$ cat src/rtl/pba_pkg.sv
// ----------------------------------------------------------------------------
// pba_pkg
// shared constants for the point bearing angle block: default widths,
// turn constants of the angle accumulator and the cordic arctangent table
// ----------------------------------------------------------------------------
package pba_pkg;

    localparam int COORD_WIDTH_DEF = 16;
    localparam int ANGLE_WIDTH_DEF = 16;
    localparam int ITERATIONS_DEF  = 16;

    localparam int ACC_WIDTH = 32;
    localparam int TABLE_LEN = 24;

    typedef logic [ACC_WIDTH-1:0] acc_t;

    localparam acc_t TURN_ZERO    = 32'h0000_0000;
    localparam acc_t TURN_QUARTER = 32'h4000_0000;
    localparam acc_t TURN_HALF    = 32'h8000_0000;
    localparam acc_t TURN_3QUART  = 32'hC000_0000;

    // atan(2^-i) as a fraction of a full turn, 2^32 = one turn
    localparam acc_t ATAN_TURNS [0:TABLE_LEN-1] = '{
        32'd536870912, 32'd316933406, 32'd167458907, 32'd85004756,
        32'd42667331,  32'd21354465,  32'd10679838,  32'd5340245,
        32'd2670163,   32'd1335087,   32'd667544,    32'd333772,
        32'd166886,    32'd83443,     32'd41722,     32'd20861,
        32'd10430,     32'd5215,      32'd2608,      32'd1304,
        32'd652,       32'd326,       32'd163,       32'd81
    };

endpackage

$ cat src/rtl/point_bearing_angle.sv
// ----------------------------------------------------------------------------
// point_bearing_angle
// direction from one point to another as an unsigned binary angle, computed
// by a fully unrolled cordic vectoring pipeline with atan2 quadrant handling
// ----------------------------------------------------------------------------
//  channel  | direction | payload
//  s_axis   | in        | tdata: from_x, from_y, to_x, to_y
//  m_axis   | out       | tdata: bearing, tuser: same_point
//
//  one item per cycle while m_axis is not stalled; registers: difference stage,
//  one stage per cordic micro-rotation, rounding/output register
//  each stage advances when its successor is empty or advancing, so bubbles
//  are squeezed out while the output is stalled
//  rst_n clears the valid bits only; the data path carries no reset
// ----------------------------------------------------------------------------
module point_bearing_angle #(
    parameter int COORD_WIDTH = pba_pkg::COORD_WIDTH_DEF,
    parameter int ANGLE_WIDTH = pba_pkg::ANGLE_WIDTH_DEF,
    parameter int ITERATIONS  = pba_pkg::ITERATIONS_DEF
) (
    input  logic                                   clk,
    input  logic                                   rst_n,
    input  logic                                   s_axis_tvalid,
    output logic                                   s_axis_tready,
    // from_x, from_y, to_x, to_y
    input  logic [((4*COORD_WIDTH+7)/8)*8-1:0]     s_axis_tdata,
    output logic                                   m_axis_tvalid,
    input  logic                                   m_axis_tready,
    // bearing
    output logic [((ANGLE_WIDTH+7)/8)*8-1:0]       m_axis_tdata,
    // same_point
    output logic                                   m_axis_tuser
);

    import pba_pkg::*;

    localparam int OUT_W  = ((ANGLE_WIDTH+7)/8)*8;
    localparam int XW     = COORD_WIDTH + 3;
    localparam acc_t ROUND_ADD = acc_t'(1) << (ACC_WIDTH - 1 - ANGLE_WIDTH);

    // stage k holds the vector after k micro-rotations
    logic signed [XW-1:0] x_reg    [0:ITERATIONS];
    logic signed [XW-1:0] y_reg    [0:ITERATIONS];
    acc_t                 acc_reg  [0:ITERATIONS];
    logic                 hold_reg [0:ITERATIONS];
    logic                 same_reg [0:ITERATIONS];
    logic                 valid_reg[0:ITERATIONS];

    logic signed [XW-1:0] x_next    [0:ITERATIONS];
    logic signed [XW-1:0] y_next    [0:ITERATIONS];
    acc_t                 acc_next  [0:ITERATIONS];
    logic                 hold_next [0:ITERATIONS];
    logic                 same_next [0:ITERATIONS];
    logic                 valid_in  [0:ITERATIONS];
    logic                 stage_ready[0:ITERATIONS];

    logic [ANGLE_WIDTH-1:0] bearing_reg;
    logic [ANGLE_WIDTH-1:0] bearing_next;
    logic                   same_out_reg;
    logic                   out_valid_reg;
    logic                   out_ready;
    acc_t                   rounded;

    logic [COORD_WIDTH-1:0]       from_x;
    logic [COORD_WIDTH-1:0]       from_y;
    logic [COORD_WIDTH-1:0]       to_x;
    logic [COORD_WIDTH-1:0]       to_y;
    logic signed [COORD_WIDTH:0]  dx;
    logic signed [COORD_WIDTH:0]  dy;
    logic signed [XW-1:0]         dx_ext;
    logic signed [XW-1:0]         dy_ext;

    // ready chain
    assign out_ready = !out_valid_reg || m_axis_tready;

    generate
        for (genvar k = 0; k <= ITERATIONS; k++)
        begin : g_ready
            if (k == ITERATIONS)
            begin : g_last
                assign stage_ready[k] = !valid_reg[k] || out_ready;
            end
            else
            begin : g_mid
                assign stage_ready[k] = !valid_reg[k] || stage_ready[k+1];
            end
            if (k == 0)
            begin : g_vin0
                assign valid_in[k] = s_axis_tvalid;
            end
            else
            begin : g_vin
                assign valid_in[k] = valid_reg[k-1];
            end
        end
    endgenerate

    assign s_axis_tready = stage_ready[0];

    // difference vector and quadrant setup
    always_comb
    begin
        from_x = s_axis_tdata[0*COORD_WIDTH +: COORD_WIDTH];
        from_y = s_axis_tdata[1*COORD_WIDTH +: COORD_WIDTH];
        to_x   = s_axis_tdata[2*COORD_WIDTH +: COORD_WIDTH];
        to_y   = s_axis_tdata[3*COORD_WIDTH +: COORD_WIDTH];
        dx = $signed({to_x[COORD_WIDTH-1], to_x}) - $signed({from_x[COORD_WIDTH-1], from_x});
        dy = $signed({to_y[COORD_WIDTH-1], to_y}) - $signed({from_y[COORD_WIDTH-1], from_y});
        dx_ext = XW'(dx);
        dy_ext = XW'(dy);
        same_next[0] = 1'b0;
        hold_next[0] = 1'b1;
        x_next[0]    = dx_ext;
        y_next[0]    = dy_ext;
        if (dx == '0 && dy == '0)
        begin
            same_next[0] = 1'b1;
            acc_next[0]  = TURN_ZERO;
        end
        else if (dy == '0)
        begin
            acc_next[0] = dx[COORD_WIDTH] ? TURN_HALF : TURN_ZERO;
        end
        else if (dx == '0)
        begin
            acc_next[0] = dy[COORD_WIDTH] ? TURN_3QUART : TURN_QUARTER;
        end
        else if (dx[COORD_WIDTH])
        begin
            hold_next[0] = 1'b0;
            x_next[0]    = -dx_ext;
            y_next[0]    = -dy_ext;
            acc_next[0]  = TURN_HALF;
        end
        else
        begin
            hold_next[0] = 1'b0;
            acc_next[0]  = TURN_ZERO;
        end
    end

    // one micro-rotation per stage
    generate
        for (genvar i = 0; i < ITERATIONS; i++)
        begin : g_rot
            logic signed [XW-1:0] xs;
            logic signed [XW-1:0] ys;
            assign xs = x_reg[i] >>> i;
            assign ys = y_reg[i] >>> i;
            always_comb
            begin
                hold_next[i+1] = hold_reg[i];
                same_next[i+1] = same_reg[i];
                if (!y_reg[i][XW-1])
                begin
                    x_next[i+1] = x_reg[i] + ys;
                    y_next[i+1] = y_reg[i] - xs;
                    acc_next[i+1] = hold_reg[i] ? acc_reg[i] : acc_reg[i] + ATAN_TURNS[i];
                end
                else
                begin
                    x_next[i+1] = x_reg[i] - ys;
                    y_next[i+1] = y_reg[i] + xs;
                    acc_next[i+1] = hold_reg[i] ? acc_reg[i] : acc_reg[i] - ATAN_TURNS[i];
                end
            end
        end
    endgenerate

    // stage registers
    generate
        for (genvar k = 0; k <= ITERATIONS; k++)
        begin : g_stage
            always_ff @(posedge clk or negedge rst_n)
            begin
                if (!rst_n)
                begin
                    valid_reg[k] <= 1'b0;
                end
                else if (stage_ready[k])
                begin
                    valid_reg[k] <= valid_in[k];
                end
            end

            always_ff @(posedge clk)
            begin
                if (stage_ready[k] && valid_in[k])
                begin
                    x_reg[k]    <= x_next[k];
                    y_reg[k]    <= y_next[k];
                    acc_reg[k]  <= acc_next[k];
                    hold_reg[k] <= hold_next[k];
                    same_reg[k] <= same_next[k];
                end
            end
        end
    endgenerate

    // rounding to the output angle width
    always_comb
    begin
        rounded      = acc_reg[ITERATIONS] + ROUND_ADD;
        bearing_next = rounded[ACC_WIDTH-1 -: ANGLE_WIDTH];
    end

    always_ff @(posedge clk or negedge rst_n)
    begin
        if (!rst_n)
        begin
            out_valid_reg <= 1'b0;
        end
        else if (out_ready)
        begin
            out_valid_reg <= valid_reg[ITERATIONS];
        end
    end

    always_ff @(posedge clk)
    begin
        if (out_ready && valid_reg[ITERATIONS])
        begin
            bearing_reg  <= bearing_next;
            same_out_reg <= same_reg[ITERATIONS];
        end
    end

    assign m_axis_tvalid = out_valid_reg;
    assign m_axis_tdata  = OUT_W'(bearing_reg);
    assign m_axis_tuser  = same_out_reg;

    // coincident points always come out as angle zero
    a_same_zero: assert property (@(posedge clk) disable iff (!rst_n)
        (m_axis_tvalid && m_axis_tuser) |-> (m_axis_tdata == '0))
        else $error("same_point item with nonzero bearing");

    // an accepted item lands in the first stage
    a_accept_load: assert property (@(posedge clk) disable iff (!rst_n)
        (s_axis_tvalid && s_axis_tready) |=> valid_reg[0])
        else $error("accepted item not captured");

    // last stage keeps its item while the output register is blocked
    a_last_hold: assert property (@(posedge clk) disable iff (!rst_n)
        (valid_reg[ITERATIONS] && !out_ready) |=>
            (valid_reg[ITERATIONS] && $stable(acc_reg[ITERATIONS])))
        else $error("last stage lost its item during a stall");

endmodule
$ cat config.mk
export PLATFORM = sky130hd
export DESIGN_NAME = point_bearing_angle
export DESIGN_NICKNAME = d
export VERILOG_FILES = /design/src/rtl/pba_pkg.sv /design/src/rtl/point_bearing_angle.sv
export SDC_FILE = /design/constraint.sdc
export NUM_CORES = 2
export LEC_CHECK = 0
export BUFFER_PORTS_ARGS = -buffer_cell sky130_fd_sc_hd__buf_2
export CAP_MARGIN = 20
export CORE_MARGIN = 4
export CORE_UTILIZATION = 30
export DETAILED_ROUTE_END_ITERATION = 12
export PLACE_DENSITY = 0.56
export SLEW_MARGIN = 20
export SYNTH_ARGS = -nofsm -noshare
export SYNTH_HDL_FRONTEND = slang
export SYNTH_SLANG_ARGS = --single-unit
$ cat constraint.sdc
create_clock -name clk -period 6.7 [get_ports clk]
set_clock_uncertainty 0.1 [all_clocks]
set_input_delay 1.34 -clock clk [delete_from_list [all_inputs] [get_ports clk]]
set_output_delay 1.34 -clock clk [all_outputs]
set_load 0.03 [all_outputs]
# == Yosys cells after proc, flatten, opt, wreduce, memory -nomap -nowiden ==
# Memory sizes are Yosys's and may differ from the RTL's. A register that Yosys moved wholly into a read port is not among the register bits.
# Index checks and enable logic that the tools add are counted.
# op_classes
add_sub_neg,100
div_mod_pow,0
order_cmp,0
n_reduce_logical,57
mux,131
n_mul,0
bitwise_logic,0
eq_ne,0
shift,0
# ops
cell,n
two-way mux 32 bit,53
two-way mux 19 bit,40
adder 32 x 16 -> 32 bit (second input constant),2
adder 19 x 10 -> 19 bit,2
adder 19 x 11 -> 19 bit,2
adder 19 x 12 -> 19 bit,2
adder 19 x 13 -> 19 bit,2
adder 19 x 14 -> 19 bit,2
adder 19 x 15 -> 19 bit,2
adder 19 x 16 -> 19 bit,2
adder 19 x 17 -> 19 bit,2
adder 19 x 18 -> 19 bit,2
adder 19 x 4 -> 19 bit,2
adder 19 x 5 -> 19 bit,2
adder 19 x 6 -> 19 bit,2
adder 19 x 7 -> 19 bit,2
adder 19 x 8 -> 19 bit,2
adder 19 x 9 -> 19 bit,2
two-way mux 1 bit,38
negator 17 -> 19 bit,2
subtractor 19 x 10 -> 19 bit,2
subtractor 19 x 11 -> 19 bit,2
subtractor 19 x 12 -> 19 bit,2
subtractor 19 x 13 -> 19 bit,2
other kinds (49),115
# word_totals
mem_bits_ro,0
register_bits,34
latch_bits,0
input_bits,68
mem_count,5
elab_cells,312
output_inout_bits,19
ram_bits,1224
# memory_table
memory,words,word_bits,rd,rd_clocked_by_memory_dff,wr,line_no,rtl
acc_reg,17,32,17,0,17,point_bearing_angle.sv:44,acc_t acc_reg [0:ITERATIONS];
x_reg,17,19,16,0,17,point_bearing_angle.sv:42,logic signed [XW-1:0] x_reg [0:ITERATIONS];
y_reg,17,19,16,0,17,point_bearing_angle.sv:43,logic signed [XW-1:0] y_reg [0:ITERATIONS];
hold_reg,17,1,16,0,17,point_bearing_angle.sv:45,logic hold_reg [0:ITERATIONS];
same_reg,17,1,17,1,17,point_bearing_angle.sv:46,logic same_reg [0:ITERATIONS];

# == Depth between registers and ports, before layout ==
# logic_depth
depth_word,22
ltp_mapped,17
depth_no_buf,17

# == Least setup slack after synthesis ==
# Ideal clock, no wire load.
# synth_timing
path_type,input to register
start,input m_axis_tready
end,memory acc_reg[0][160] (netlist name) (enable)
setup_time_ns,0.613
arrival_time_ns,7.050
path_buffers,0
setup_slack_ns,-1.062
required_ns,5.987
cell_stages,6
path_cell_list,nor2b_1 nand3_1 nor2_1 nand3_1 nor2_1 a21boi_0
# synth_rtl
item,line_no,rtl
from (decl),point_bearing_angle.sv:28,"input logic m_axis_tready,"
to (decl),point_bearing_angle.sv:44,

# == Worst setup path in the final report ==
# layout_timing
start,input m_axis_tready
end,output s_axis_tready
# layout_between
elab_chain_cells,18
# layout_rtl
item,line_no,rtl
logical OR 1 bit,point_bearing_angle.sv:74,assign out_ready = !out_valid_reg || m_axis_tready;
logical OR 1 bit,point_bearing_angle.sv:81,assign stage_ready[k] = !valid_reg[k] || out_ready;
logical OR 1 bit (16 in a row),point_bearing_angle.sv:85,assign stage_ready[k] = !valid_reg[k] || stage_ready[k+1];
to (decl),point_bearing_angle.sv:24,"output logic s_axis_tready,"
# Every way passes these cells.

==> impl_metrics.yaml <==
critical_path:
  reg2reg_slack_ns: 1.91
  critPathBufInv: 2
  worstPathArrival_ns: 4.24
  crit_path_start_kind: "input pin"
  critPathMaxFanout: 5
  crit_path_top_delay_cell: "nor3_1"
  reg2reg_to: "y_reg[0][264]$_DFFE_PP_"
  timing.rr.start: "x_reg[0][240]$_DFFE_PP_"
  crit_chain: "buf_2, nor2b_1, nand3_1, nor2_1, nand2_1, nor3_1, nand4_1, buf_2"
  cpPeakStageDelay_ns: 0.70
  critPathTopFamily: "simple AND/OR/NAND/NOR gates"
  end_kind: "output port"
  worst-endpoint-required_ns: 5.26
  path_common_cell: "buf_2"
  ff2ff_path_depth: 17
  crit_type: "input pin to output port"
  crit_start: "m_axis_tready"
drt:
  routed_wl_um: 199000
  wl_per_cell_um: 16.8
  avgViaCountPerCell: 5.08
  antenna_left: 0
  drc: 0
  drtIter0Drc: 3938
  vias: 60300
  first_pass_iters: 6
yosys:
  yosys_register_bits: 1059
  synth-async-reset-ratio_pct: 1.70
  yosysWarnings: 0
  synth_area_leaders: "edfxtp_1 40%, ha_1 10%, xnor2_1 7.1%"
  synth_fp_nets: 8995
  syn_area_per_cell_um2: 9.59
  yosysSeqAreaShare_pct: 40.1
  synthCells: 8243
  yosysUniqueCellTypes: 100
  synth_edf_count: 1041
  dominantRegCellSynth: "edfxtp_1"
  synth.top_cell.area_share_pct: 39.5
  synth_area_um2: 79100
  yosysTopAreaCell: "edfxtp_1"
clock_network:
  clock_sinks: 1059
  clk_latency_ns: 0.79
  clock_path_buffers: 3
  cts_resized: 0
  numCtsBuffers: 121
  post_cts.repair.setup_buffers: 0
  clk_pin_slew_ns: 0.06
  postCtsHoldBufs: 0
  tritoncts: "built"
  cts_root_buf: "clkbuf_16"
  cts_max_level: 3
placed_design:
  post-dp-hpwl_um: 158000
  port_buffers: 86
  gp_congestion: 0.886
min_path:
  hold_start: "same_reg[1]$_DFFE_PP_"
  hold_path_end: "same_reg[2]$_DFFE_PP_"
  hp-class: "flop to flop"
  hold_path_depth: 0
sta:
  setup-violations-final: 0
  hold_violations: 0
  final-max-slew-violation-count: 0
  rsz0062_at_grt: "false"
  fin_crit_ns: 5.69
  relSlewSlack_pct: 32.9
  tns_ns: 0
  max_freq_mhz: 176
  fin_crit_sh_pct: 84.9
  tightest_slew_ns: 1.00
floorplanning:
  die_x_um: 521
  coreArea_um2: 262000
  rows: 188
  die_y_um: 521
  pin_count: 87
  start_util_pct: 30.1
  die_area_um2: 272000
layout:
  diodes: 0
  multi_input_area_um2: 45000
  areaGrowthSynthToFinish_pct: 10.3
  largest_register_ffs: 435
  nFillCells: 26500
  finalNetCount: 9006
  drive_gt1_share_pct: 5.23
  seq_area_um2: 31700
grt:
  track_usage_pct: 14.1
  grt_max_degree: 73
  grt_pass1_wl_um: 316000
  grt_pass1_vias: 58700
  antenna_found_initial: 1
  overflow: 0
outcome:
  status: "finished clean"
run:
  cap_violations: 0
cells by family after synthesis:
| logic type | after synthesis | synth area share, % |
|---|---|---|
| AND/OR/NAND/NOR | 2663 | 16.2 |
| AO/OA/AOI/OAI | 1992 | 16.1 |
| XOR/XNOR | 1137 | 12.6 |
| flip-flops | 1059 | 40.1 |
| adder cells (fa/ha/maj) | 684 | 11.1 |
| buffers and inverters | 650 | 3.11 |
| multiplexers | 58 | 0.769 |
how the worst max path moves through the flow:
stage,end,depth (start not counted)
2_1_floorplan,acc_reg[0][224]$_DFFE_PP_,6
3_3_place_gp,y_reg[0][7]$_DFFE_PP_,16
3_5_place_dp,y_reg[0][6]$_DFFE_PP_,16
4_1_cts,s_axis_tready,8
5_1_grt,s_axis_tready,8
6_report,s_axis_tready,8
worst register-to-register path, cell delays in order (launching register included):
cell and delay [ns]:
edfxtp_1 0.45, inv_1 0.09, ha_1 0.15, nor3b_1 0.51, nor3b_1 0.39, inv_1 0.08
ha_1 0.28, a21oi_1 0.07, ha_1 0.34, o21ai_0 0.11, a21oi_1 0.15, a21boi_1 0.30
a41oi_1 0.23, a2111oi_0 0.70, o21a_1 0.21, o21a_1 0.14, o41ai_1 0.08, xnor2_1 0.13
layer usage:
layer	GRT usage, %	up-vias	wire length (µm)
met5	0	-	0
met4	6.40	0	9610
met3	1.53	337	6460
met2	25.8	1308	99800
met1	16.6	28500	83200
li1	-	30100	-
per-stage QoR:
stage                     util, %  instance area, µm²  cells  setup slack [ns]  hold slack, ns
after floorplan                 -               79100   8243             0.583           0.300
final                        33.2               87200  11900              1.02           0.279
after detailed placement     31.8               83400  11600              1.04           0.311
after global routing         33.2               87200  11900             0.814           0.275
after global placement       31.8               83400  11600              1.06           0.306
after CTS                    33.2               87200  11900              1.05           0.267
cells in the final DEF (no fill, tap or decap), types with 27 or more instances in the layout:
master,netlist,layout
nand4_1,65,65
xnor2_1,642,642
or2_2,37,37
o21a_1,92,92
nand2_1,514,514
a211o_1,28,28
clkinv_1,3,33
nand3_1,153,153
xor2_1,495,495
o211ai_1,42,42
o21bai_1,77,77
a21o_1,147,147
buf_4,1,41
and2_1,57,49
a21oi_1,633,632
o41ai_1,33,33
nor3b_1,35,35
edfxtp_1,1041,1041
clkbuf_1,185,27
nor3_1,285,285
inv_1,404,404
or3_1,77,77
nor2_1,928,927
a31oi_1,115,114
or4_1,32,32
o21ai_1,62,62
and3_1,90,90
nor2b_1,110,105
buf_2,5,86
clkbuf_16,0,121
a31o_2,30,30
fa_1,30,30
mux2i_1,36,36
nor4_1,83,82
ha_1,654,654
o21ai_0,315,315
a211oi_1,129,129
o31ai_1,34,34
nand2b_1,94,94
cell usage after synthesis (26+ instances only):
| master | number |
|---|---|
| or2_2 | 37 |
| a41oi_1 | 26 |
| o21a_1 | 92 |
| inv_1 | 404 |
| nor2b_1 | 110 |
| o21bai_1 | 77 |
| o41ai_1 | 33 |
| a211oi_1 | 129 |
| fa_1 | 30 |
| o21ai_1 | 62 |
| a21oi_1 | 633 |
| xnor2_1 | 642 |
| or3_1 | 77 |
| ha_1 | 654 |
| mux2i_1 | 36 |
| xor2_1 | 495 |
| nand2b_1 | 94 |
| edfxtp_1 | 1041 |
| or4_1 | 32 |
| nor3b_1 | 35 |
| a21o_1 | 147 |
| nor2_1 | 928 |
| nand2_1 | 514 |
| nor4_1 | 83 |
| o211ai_1 | 42 |
| a211o_1 | 28 |
| nand4_1 | 65 |
| buf_1 | 48 |
| clkbuf_1 | 185 |
| o31ai_1 | 34 |
| and2_1 | 57 |
| o21ai_0 | 315 |
| a31oi_1 | 115 |
| nor3_1 | 285 |
| nand3_1 | 153 |
| and3_1 | 90 |
| a31o_2 | 30 |
final cells by class:
cell class / instances / area share [%]
flip-flops and latches: 1059 / 36.4
inverters: 409 / 1.76
clock inverters: 78 / 0.745
repair buffers: 129 / 0.878
clock buffers: 148 / 3.59
multi-input cells: 6534 / 51.6
well taps: 3515 / 5.04
Power is not shown: default switching activity piles up to over one toggle a cycle in this logic, so the estimate is an artifact.
